--- src/hw/rtl/rada_pkg.sv ---
// Shared types and constants for the range-add difference array engine.
// Used by every module in hw/rtl; no dependencies of its own.
package rada_pkg;

    // Store geometry
    localparam int DEPTH  = 64;
    localparam int ADDR_W = $clog2(DEPTH);
    localparam int LEN_W  = 7;
    localparam int DATA_W = 32;

    // Command queue between front and back (power-of-two depth)
    localparam int FIFO_DEPTH = 2;
    localparam int FIFO_PTR_W = $clog2(FIFO_DEPTH);
    localparam int FIFO_CNT_W = $clog2(FIFO_DEPTH + 1);

    // Item function codes
    typedef enum logic [1:0] {
        FN_LOAD = 2'd0,
        FN_ADD  = 2'd1,
        FN_EMIT = 2'd2
    } func_t;

    // Work kinds handed to the back end
    typedef enum logic [1:0] {
        CMD_WRITE,
        CMD_ADD,
        CMD_EMIT
    } cmd_kind_t;

    // Back end sequencer states
    typedef enum logic [1:0] {
        BK_IDLE,
        BK_ADD_LO,
        BK_ADD_HI,
        BK_EMIT
    } back_state_t;

    // Input item
    typedef struct packed {
        logic [1:0]         func;
        logic signed [31:0] value;
        logic [5:0]         left;
        logic [5:0]         right;
        logic signed [31:0] increment;
    } rada_in_t;

    // Result item
    typedef struct packed {
        logic signed [31:0] element;
        logic [5:0]         element_index;
        logic               last;
    } rada_out_t;

    // Classified command: data is the load difference or the increment
    typedef struct packed {
        cmd_kind_t           kind;
        logic [ADDR_W-1:0]   addr;
        logic [ADDR_W-1:0]   addr2;
        logic                do_hi;
        logic [DATA_W-1:0]   data;
        logic [ADDR_W-1:0]   last_idx;
    } cmd_t;

endpackage

--- src/hw/rtl/rada_front.sv ---
// Front end: accepts items, holds the length register and load tracking,
// and turns each item that passes its checks into a store command. Depends on rada_pkg.
module rada_front
    import rada_pkg::*;
(
    input  logic                clk,
    input  logic                rst_n,
    input  logic                start,
    output logic                busy,
    input  rada_in_t            request,
    input  logic                cfg_wr_en,
    input  logic [LEN_W-1:0]    cfg_wr_data,
    input  logic                q_full,
    output logic                push,
    output cmd_t                push_cmd
);

    logic [LEN_W-1:0]  length_reg;
    logic [DATA_W-1:0] prev_reg, prev_next;
    logic [LEN_W-1:0]  count_reg, count_next;
    logic [LEN_W-1:0]  n_len;
    logic [LEN_W-1:0]  right_p1;
    logic              accept;

    // Length in effect: clamp to 1..DEPTH
    always_comb
    begin
        if (length_reg == '0)
            n_len = LEN_W'(1);
        else if (length_reg > LEN_W'(DEPTH))
            n_len = LEN_W'(DEPTH);
        else
            n_len = length_reg;
    end

    assign busy     = q_full;
    assign accept   = start && !q_full;
    assign right_p1 = LEN_W'(request.right) + LEN_W'(1);

    // Classify the item
    always_comb
    begin
        push       = 1'b0;
        prev_next  = prev_reg;
        count_next = count_reg;
        push_cmd.kind     = CMD_WRITE;
        push_cmd.addr     = count_reg[ADDR_W-1:0];
        push_cmd.addr2    = right_p1[ADDR_W-1:0];
        push_cmd.do_hi    = right_p1 < n_len;
        push_cmd.data     = $unsigned(request.value) - prev_reg;
        push_cmd.last_idx = ADDR_W'(n_len - LEN_W'(1));
        case (request.func)
            FN_LOAD:
            begin
                if (accept && count_reg < n_len)
                begin
                    push       = 1'b1;
                    prev_next  = $unsigned(request.value);
                    count_next = count_reg + LEN_W'(1);
                end
            end
            FN_ADD:
            begin
                push_cmd.kind = CMD_ADD;
                push_cmd.addr = request.left[ADDR_W-1:0];
                push_cmd.data = $unsigned(request.increment);
                if (accept && request.left <= request.right
                        && LEN_W'(request.right) < n_len)
                    push = 1'b1;
            end
            FN_EMIT:
            begin
                push_cmd.kind = CMD_EMIT;
                push          = accept;
            end
            default:
            begin
                push = 1'b0;
            end
        endcase
    end

    // Length register and load tracking
    always_ff @(posedge clk or negedge rst_n)
    begin
        if (!rst_n)
        begin
            length_reg <= LEN_W'(DEPTH);
            prev_reg   <= '0;
            count_reg  <= '0;
        end
        else
        begin
            if (cfg_wr_en)
                length_reg <= cfg_wr_data;
            prev_reg  <= prev_next;
            count_reg <= count_next;
        end
    end

endmodule

--- src/hw/rtl/rada_fifo.sv ---
// Short command queue between the front and back ends.
// Depends on rada_pkg for the command type and depth.
module rada_fifo
    import rada_pkg::*;
(
    input  logic clk,
    input  logic rst_n,
    input  logic push,
    input  cmd_t push_cmd,
    input  logic pop,
    output cmd_t head,
    output logic not_empty,
    output logic full
);

    cmd_t                  fifo_reg [FIFO_DEPTH];
    logic [FIFO_PTR_W-1:0] wr_ptr_reg, rd_ptr_reg;
    logic [FIFO_CNT_W-1:0] count_reg;

    assign head      = fifo_reg[rd_ptr_reg];
    assign not_empty = count_reg != '0;
    assign full      = count_reg == FIFO_CNT_W'(FIFO_DEPTH);

    // Entry storage
    always_ff @(posedge clk)
    begin
        if (push)
            fifo_reg[wr_ptr_reg] <= push_cmd;
    end

    // Pointers and fill count
    always_ff @(posedge clk or negedge rst_n)
    begin
        if (!rst_n)
        begin
            wr_ptr_reg <= '0;
            rd_ptr_reg <= '0;
            count_reg  <= '0;
        end
        else
        begin
            if (push)
                wr_ptr_reg <= wr_ptr_reg + FIFO_PTR_W'(1);
            if (pop)
                rd_ptr_reg <= rd_ptr_reg + FIFO_PTR_W'(1);
            if (push && !pop)
                count_reg <= count_reg + FIFO_CNT_W'(1);
            else if (pop && !push)
                count_reg <= count_reg - FIFO_CNT_W'(1);
        end
    end

    a_no_overflow: assert property (@(posedge clk) disable iff (!rst_n)
        push |-> !full)
        else $error("queue push while full");

    a_no_underflow: assert property (@(posedge clk) disable iff (!rst_n)
        pop |-> not_empty)
        else $error("queue pop while empty");

endmodule

--- src/hw/rtl/rada_back.sv ---
// Back end: owns the difference store and carries out write, range-add
// and emit commands. Depends on rada_pkg.
module rada_back
    import rada_pkg::*;
(
    input  logic      clk,
    input  logic      rst_n,
    input  cmd_t      head,
    input  logic      not_empty,
    output logic      pop,
    output logic      result_strobe,
    output rada_out_t result
);

    back_state_t       state_reg, state_next;
    cmd_t              cmd_reg;
    logic              load_cmd;
    logic [ADDR_W-1:0] idx_reg, idx_next;
    logic [DATA_W-1:0] sum_reg, sum_next;
    logic [DATA_W-1:0] mem [DEPTH];
    logic [DATA_W-1:0] rdata_reg;
    logic              rd_ok_reg;
    logic [DEPTH-1:0]  valid_reg;
    logic              we, re;
    logic [ADDR_W-1:0] waddr, raddr;
    logic [DATA_W-1:0] wdata, rd_word;
    logic              strobe_reg, strobe_next;
    rada_out_t         res_reg, res_next;

    // Never-written cells read as zero
    assign rd_word = rd_ok_reg ? rdata_reg : '0;

    // Next state
    always_comb
    begin
        state_next = state_reg;
        case (state_reg)
            BK_IDLE:
            begin
                if (not_empty)
                begin
                    case (head.kind)
                        CMD_ADD:  state_next = BK_ADD_LO;
                        CMD_EMIT: state_next = BK_EMIT;
                        default:  state_next = BK_IDLE;
                    endcase
                end
            end
            BK_ADD_LO: state_next = cmd_reg.do_hi ? BK_ADD_HI : BK_IDLE;
            BK_ADD_HI: state_next = BK_IDLE;
            BK_EMIT:   state_next = (idx_reg == cmd_reg.last_idx) ? BK_IDLE : BK_EMIT;
            default:   state_next = BK_IDLE;
        endcase
    end

    // Store port control and result generation
    always_comb
    begin
        pop         = 1'b0;
        load_cmd    = 1'b0;
        we          = 1'b0;
        waddr       = cmd_reg.addr;
        wdata       = rd_word + cmd_reg.data;
        re          = 1'b0;
        raddr       = head.addr;
        idx_next    = idx_reg;
        sum_next    = sum_reg;
        strobe_next = 1'b0;
        res_next.element       = $signed(sum_reg + rd_word);
        res_next.element_index = 6'(idx_reg);
        res_next.last          = idx_reg == cmd_reg.last_idx;
        case (state_reg)
            BK_IDLE:
            begin
                if (not_empty)
                begin
                    pop      = 1'b1;
                    load_cmd = 1'b1;
                    case (head.kind)
                        CMD_WRITE:
                        begin
                            we    = 1'b1;
                            waddr = head.addr;
                            wdata = head.data;
                        end
                        CMD_ADD:
                        begin
                            re = 1'b1;
                        end
                        CMD_EMIT:
                        begin
                            re       = 1'b1;
                            raddr    = '0;
                            idx_next = '0;
                            sum_next = '0;
                        end
                        default:
                        begin
                            re = 1'b0;
                        end
                    endcase
                end
            end
            BK_ADD_LO:
            begin
                we    = 1'b1;
                re    = cmd_reg.do_hi;
                raddr = cmd_reg.addr2;
            end
            BK_ADD_HI:
            begin
                we    = 1'b1;
                waddr = cmd_reg.addr2;
                wdata = rd_word - cmd_reg.data;
            end
            BK_EMIT:
            begin
                strobe_next = 1'b1;
                sum_next    = sum_reg + rd_word;
                idx_next    = idx_reg + ADDR_W'(1);
                raddr       = idx_reg + ADDR_W'(1);
                re          = idx_reg != cmd_reg.last_idx;
            end
            default:
            begin
                we = 1'b0;
            end
        endcase
    end

    // Difference store, registered read
    always_ff @(posedge clk)
    begin
        if (we)
            mem[waddr] <= wdata;
        if (re)
            rdata_reg <= mem[raddr];
    end

    // Written flags, cleared at reset
    always_ff @(posedge clk or negedge rst_n)
    begin
        if (!rst_n)
        begin
            valid_reg <= '0;
            rd_ok_reg <= 1'b0;
        end
        else
        begin
            if (we)
                valid_reg[waddr] <= 1'b1;
            if (re)
                rd_ok_reg <= valid_reg[raddr];
        end
    end

    // Sequencer state and output register
    always_ff @(posedge clk or negedge rst_n)
    begin
        if (!rst_n)
        begin
            state_reg  <= BK_IDLE;
            strobe_reg <= 1'b0;
        end
        else
        begin
            state_reg  <= state_next;
            strobe_reg <= strobe_next;
        end
    end

    // Payload registers
    always_ff @(posedge clk)
    begin
        if (load_cmd)
            cmd_reg <= head;
        idx_reg <= idx_next;
        sum_reg <= sum_next;
        res_reg <= res_next;
    end

    assign result_strobe = strobe_reg;
    assign result        = res_reg;

    a_emit_streams: assert property (@(posedge clk) disable iff (!rst_n)
        (result_strobe && !result.last) |=> result_strobe)
        else $error("emit run broken before last element");

    a_emit_ends: assert property (@(posedge clk) disable iff (!rst_n)
        (result_strobe && result.last) |=> !result_strobe)
        else $error("result after last element");

    a_emit_index: assert property (@(posedge clk) disable iff (!rst_n)
        (result_strobe && !result.last)
            |=> result.element_index == 6'($past(result.element_index) + 6'd1))
        else $error("emit index not consecutive");

endmodule

--- src/hw/rtl/range_add_difference_array.sv ---
// Top level of the range-add difference array engine.
// Instantiates rada_front, rada_fifo and rada_back; depends on rada_pkg.
//
//  channel   | ports                              | handshake
//  ----------+------------------------------------+-------------------------------
//  item in   | start, busy, request (rada_in_t)   | taken when start && !busy
//  result    | result_strobe, result (rada_out_t) | valid with result_strobe, no stall
//  config    | cfg_wr_en, cfg_wr_data             | written when cfg_wr_en
//
// A load is a single store write from the idle state. A range add reads and
// then writes the left-bound cell, and the cell past the right bound when that
// one is updated: each touch of the store (one read port, one write port) is a
// read followed by a write. An emit reads the first store cell from the idle
// state, then gives one element per cycle. The front end takes an item per
// cycle until the two-entry command queue fills; busy is high while it is full.
// Reset clears the store's written flags at once; no clearing pass is needed.
module range_add_difference_array
    import rada_pkg::*;
(
    input  logic             clk,
    input  logic             rst_n,
    input  logic             start,
    output logic             busy,
    input  rada_in_t         request,
    input  logic             cfg_wr_en,
    input  logic [LEN_W-1:0] cfg_wr_data,
    output logic             result_strobe,
    output rada_out_t        result
);

    logic push, pop, q_full, q_not_empty;
    cmd_t push_cmd, q_head;

    rada_front u_front (
        .clk        (clk),
        .rst_n      (rst_n),
        .start      (start),
        .busy       (busy),
        .request    (request),
        .cfg_wr_en  (cfg_wr_en),
        .cfg_wr_data(cfg_wr_data),
        .q_full     (q_full),
        .push       (push),
        .push_cmd   (push_cmd)
    );

    rada_fifo u_fifo (
        .clk      (clk),
        .rst_n    (rst_n),
        .push     (push),
        .push_cmd (push_cmd),
        .pop      (pop),
        .head     (q_head),
        .not_empty(q_not_empty),
        .full     (q_full)
    );

    rada_back u_back (
        .clk          (clk),
        .rst_n        (rst_n),
        .head         (q_head),
        .not_empty    (q_not_empty),
        .pop          (pop),
        .result_strobe(result_strobe),
        .result       (result)
    );

endmodule
--- config.mk ---
export PLATFORM = sky130hd
export DESIGN_NAME = range_add_difference_array
export DESIGN_NICKNAME = d
export VERILOG_FILES = /design/src/hw/rtl/rada_pkg.sv /design/src/hw/rtl/rada_front.sv /design/src/hw/rtl/rada_fifo.sv /design/src/hw/rtl/rada_back.sv /design/src/hw/rtl/range_add_difference_array.sv
export SDC_FILE = /design/constraint.sdc
export NUM_CORES = 2
export LEC_CHECK = 0
export ABC_CLOCK_PERIOD_IN_PS = 10600
export BUFFER_PORTS_ARGS = -buffer_cell sky130_fd_sc_hd__buf_2
export CAP_MARGIN = 25
export CELL_PAD_IN_SITES_DETAIL_PLACEMENT = 1
export CELL_PAD_IN_SITES_GLOBAL_PLACEMENT = 1
export CORE_ASPECT_RATIO = 1.4
export CORE_MARGIN = 5
export CORE_UTILIZATION = 59
export CTS_CLUSTER_SIZE = 12
export DETAILED_ROUTE_END_ITERATION = 10
export PLACE_DENSITY = 0.89
export SLEW_MARGIN = 10
export SYNTH_ARGS = -nofsm -noshare
export SYNTH_HDL_FRONTEND = slang
export SYNTH_HIERARCHICAL = 1
export SYNTH_SLANG_ARGS = --single-unit
--- constraint.sdc ---
create_clock -name clk -period 10.6 [get_ports clk]
set_input_delay 2.12 -clock clk [delete_from_list [all_inputs] [get_ports clk]]
set_output_delay 2.12 -clock clk [all_outputs]
set_load 0.01 [all_outputs]
==> results.tsv <==
metric	value	unit
Reg-to-Reg Start	u_fifo/rd_ptr_reg	
slowest stage cell, crit path	a211oi_1	
Bufs and invs on worst path	4	
clock transition at the registers of the reported paths	0.06	ns
Critical Path AT	8.04	ns
final clock skew	0.06510	ns
TNS Setup	0	ns
Synth area leaders	edfxtp_1 66%, mux4_2 11%, dfrtp_1 2.8%	
FFs w/ async S/R, synth	4.852	%
synthesized area	104000	sq um
Top Family by Delay on Critical Path	compound AO/OA/AOI/OAI gates	
ANT nets after route	0	
Placer Congestion	0.8794	
Ys Warns	6	
sequential share of the synthesized area	69.26	%
Critical Path End Type	register	
max-slew violations	0	
DRT iter0 DRCs	11707	
worst slew pin tran	1.146	ns
later-pin clock latency in the skew report	0.91	ns
Most Crowded Layer GR	met2	
max_cap viols	0	
Worst EP required	11.19	ns
startpoint type of the worst setup path	register	
Post-CTS Resized	0	
CP peak stage delay	0.92	ns
reg2reg setup slack	3.16	ns
RSZ-0062 raised after global routing	false	
hold_buf cts	0	
ys flop type	edfxtp_1	
fin crit share	70.21	%
fmax	0.1344	GHz
layout cell share with drive strength beyond 1	21.74	%
Rows	182	
Die Y	506.8	um
area delta synth->final	10.62	%
DP HPWL	190.5	mm
post-synth top area cell	edfxtp_1	
DRC Markers	0	
worst path cell trace	buf_4, mux2_4, inv_1, ha_1, nand2_1, nand2_1, nand2_1, a21oi_4, buf_4, buf_4, mux4_2, and2_1, a211oi_1, a311oi_1, a211oi_1, a21oi_1	
cell count of the worst hold path	1	
total congestion overflow	0	
I/O Pins	130	
critical path class	reg -> reg	
post-CTS setup buffers	0	
post-synth top area share	65.67	%
vias in the first global route	67624	
most common cell after layout, fill and taps aside	edfxtp_1	
worst hold start	u_back/valid_reg[23]	
first-pass GRT wire length	490.6	mm
GRT met3 Usage	7.289	%
TritonCTS Buffers	229	
commonest cells after routing, fill and taps aside	2275 x edfxtp_1, 528 x mux4_2, 486 x nand2_1, 240 x a21oi_1, 230 x clkbuf_16	
CP Max Fanout	41	
final routed wire length divided by cell count	41.58	um
met1 usage	44.43	%
clk root buf	clkbuf_16	
Initial Util	59.25	%
Post-synth EDFFs	2275	
Syn Area/Cell	16.74	sq um
post-synth cell types	112	
via count	66930	
post-route minimum period	7.442	ns
largest net degree at the start of global routing	137	
reg-to-reg endpoint	u_back/rdata_reg[3]	
hold crit path type	reg -> reg	
total track usage	36.83	%
drt pass-1 iters	6	
GR Util met2	60.96	%
final WL	364.5	mm
nets@finish	6516	
# clock sinks	2432	
input/output buffers	129	
Core Region	175600	sq um
hold endpoint	u_back/valid_reg[23]	
routed vias/inst	7.635	
final setup fails	0	
synthesized flop and latch total	2432	
Horiz. Die Dim	364.9	um
max FFs per register	2048	
final-report hold violation count	0	
r2r worst-path depth	16	
Syn Nets	6398	
crit path launch	u_fifo/rd_ptr_reg	
Slew HR	23.17	%
die area	184900	sq um
Mapped Cells	6216	
Bufs on Longest Clock Path	3	
H-tree levels	4	
TritonCTS clock tree	built	
initial antenna violation count	9	
outcome	finished, final reports clean	
-- logic make-up (layout without fill, tap and decap cells) --
group	count (synthesis)	after routing	synth area share (%)
simple gates	1261	1261	5.903
buf+inv	517	763	2.158
fa+ha+maj	114	114	1.329
other cells	0	4	0
xor+xnor	189	189	1.591
compound gates	1070	1070	7.029
mux	633	633	12.73
flops	2432	2432	69.26
-- per-stage QoR --
step	utilization, %	instances	worst slack [ns]	hold slack, ns	area (sq um)
3_3_place_gp	61.43	8378	4.128	0.4446	107900
2_1_floorplan	-	6216	3.324	0.4064	104000
5_1_grt	65.54	8764	3.189	0.4916	115100
3_5_place_dp	61.64	8396	3.725	0.4532	108200
6_report	65.54	8766	3.158	0.4715	115100
4_1_cts	65.47	8755	3.590	0.4675	115000
-- final cells by class --
class,instances,area (sq um)
inverter,116,436.7
clock inverter,35,540.5
sequential,2432,72060
tap,2300,2878
antenna,4,10.01
clock buffer,324,6188
timing repair buffer,288,2276
fill,14734,60500
multi-input combinational,3267,30680
-- Yosys cell counts (40+ instances only) --
library cell and number:
xnor2_1 125, o21ai_0 147, nand2b_1 45, clkbuf_1 235, or2_2 78, ha_1 92
nand2_1 487, mux2_4 49, and2_1 174, a211oi_1 186, a311oi_1 65, inv_1 113
a31oi_1 104, nand3_1 64, a21oi_1 242, mux2_2 40, nor2_1 214, nor2b_1 44
nor3_1 47, dfrtp_1 117, edfxtp_1 2275, mux4_2 528, xor2_1 64, buf_2 102
-- layer usage --
| metal | vias up | routed length [um] |
|---|---|---|
| met1 | 33350 | 111700 |
| met2 | 6908 | 176300 |
| met5 | - | 39 |
| met4 | 6 | 32420 |
| met3 | 1810 | 44040 |
| li1 | 24856 | - |
-- worst max path at each step --
stage / to / slack [ns] / cells after the start
floorplan: u_back/mem[0][26] / 3.32 / 21
global placement: u_back/rdata_reg[3] / 4.13 / 16
detailed placement: u_back/rdata_reg[3] / 3.73 / 16
CTS: u_back/rdata_reg[3] / 3.59 / 16
global route: u_back/rdata_reg[3] / 3.19 / 16
finish: u_back/rdata_reg[3] / 3.16 / 16
Power is left out: the tool's default activity adds up to more than one toggle a clock period on the data nets, which glitch-free logic cannot reach.
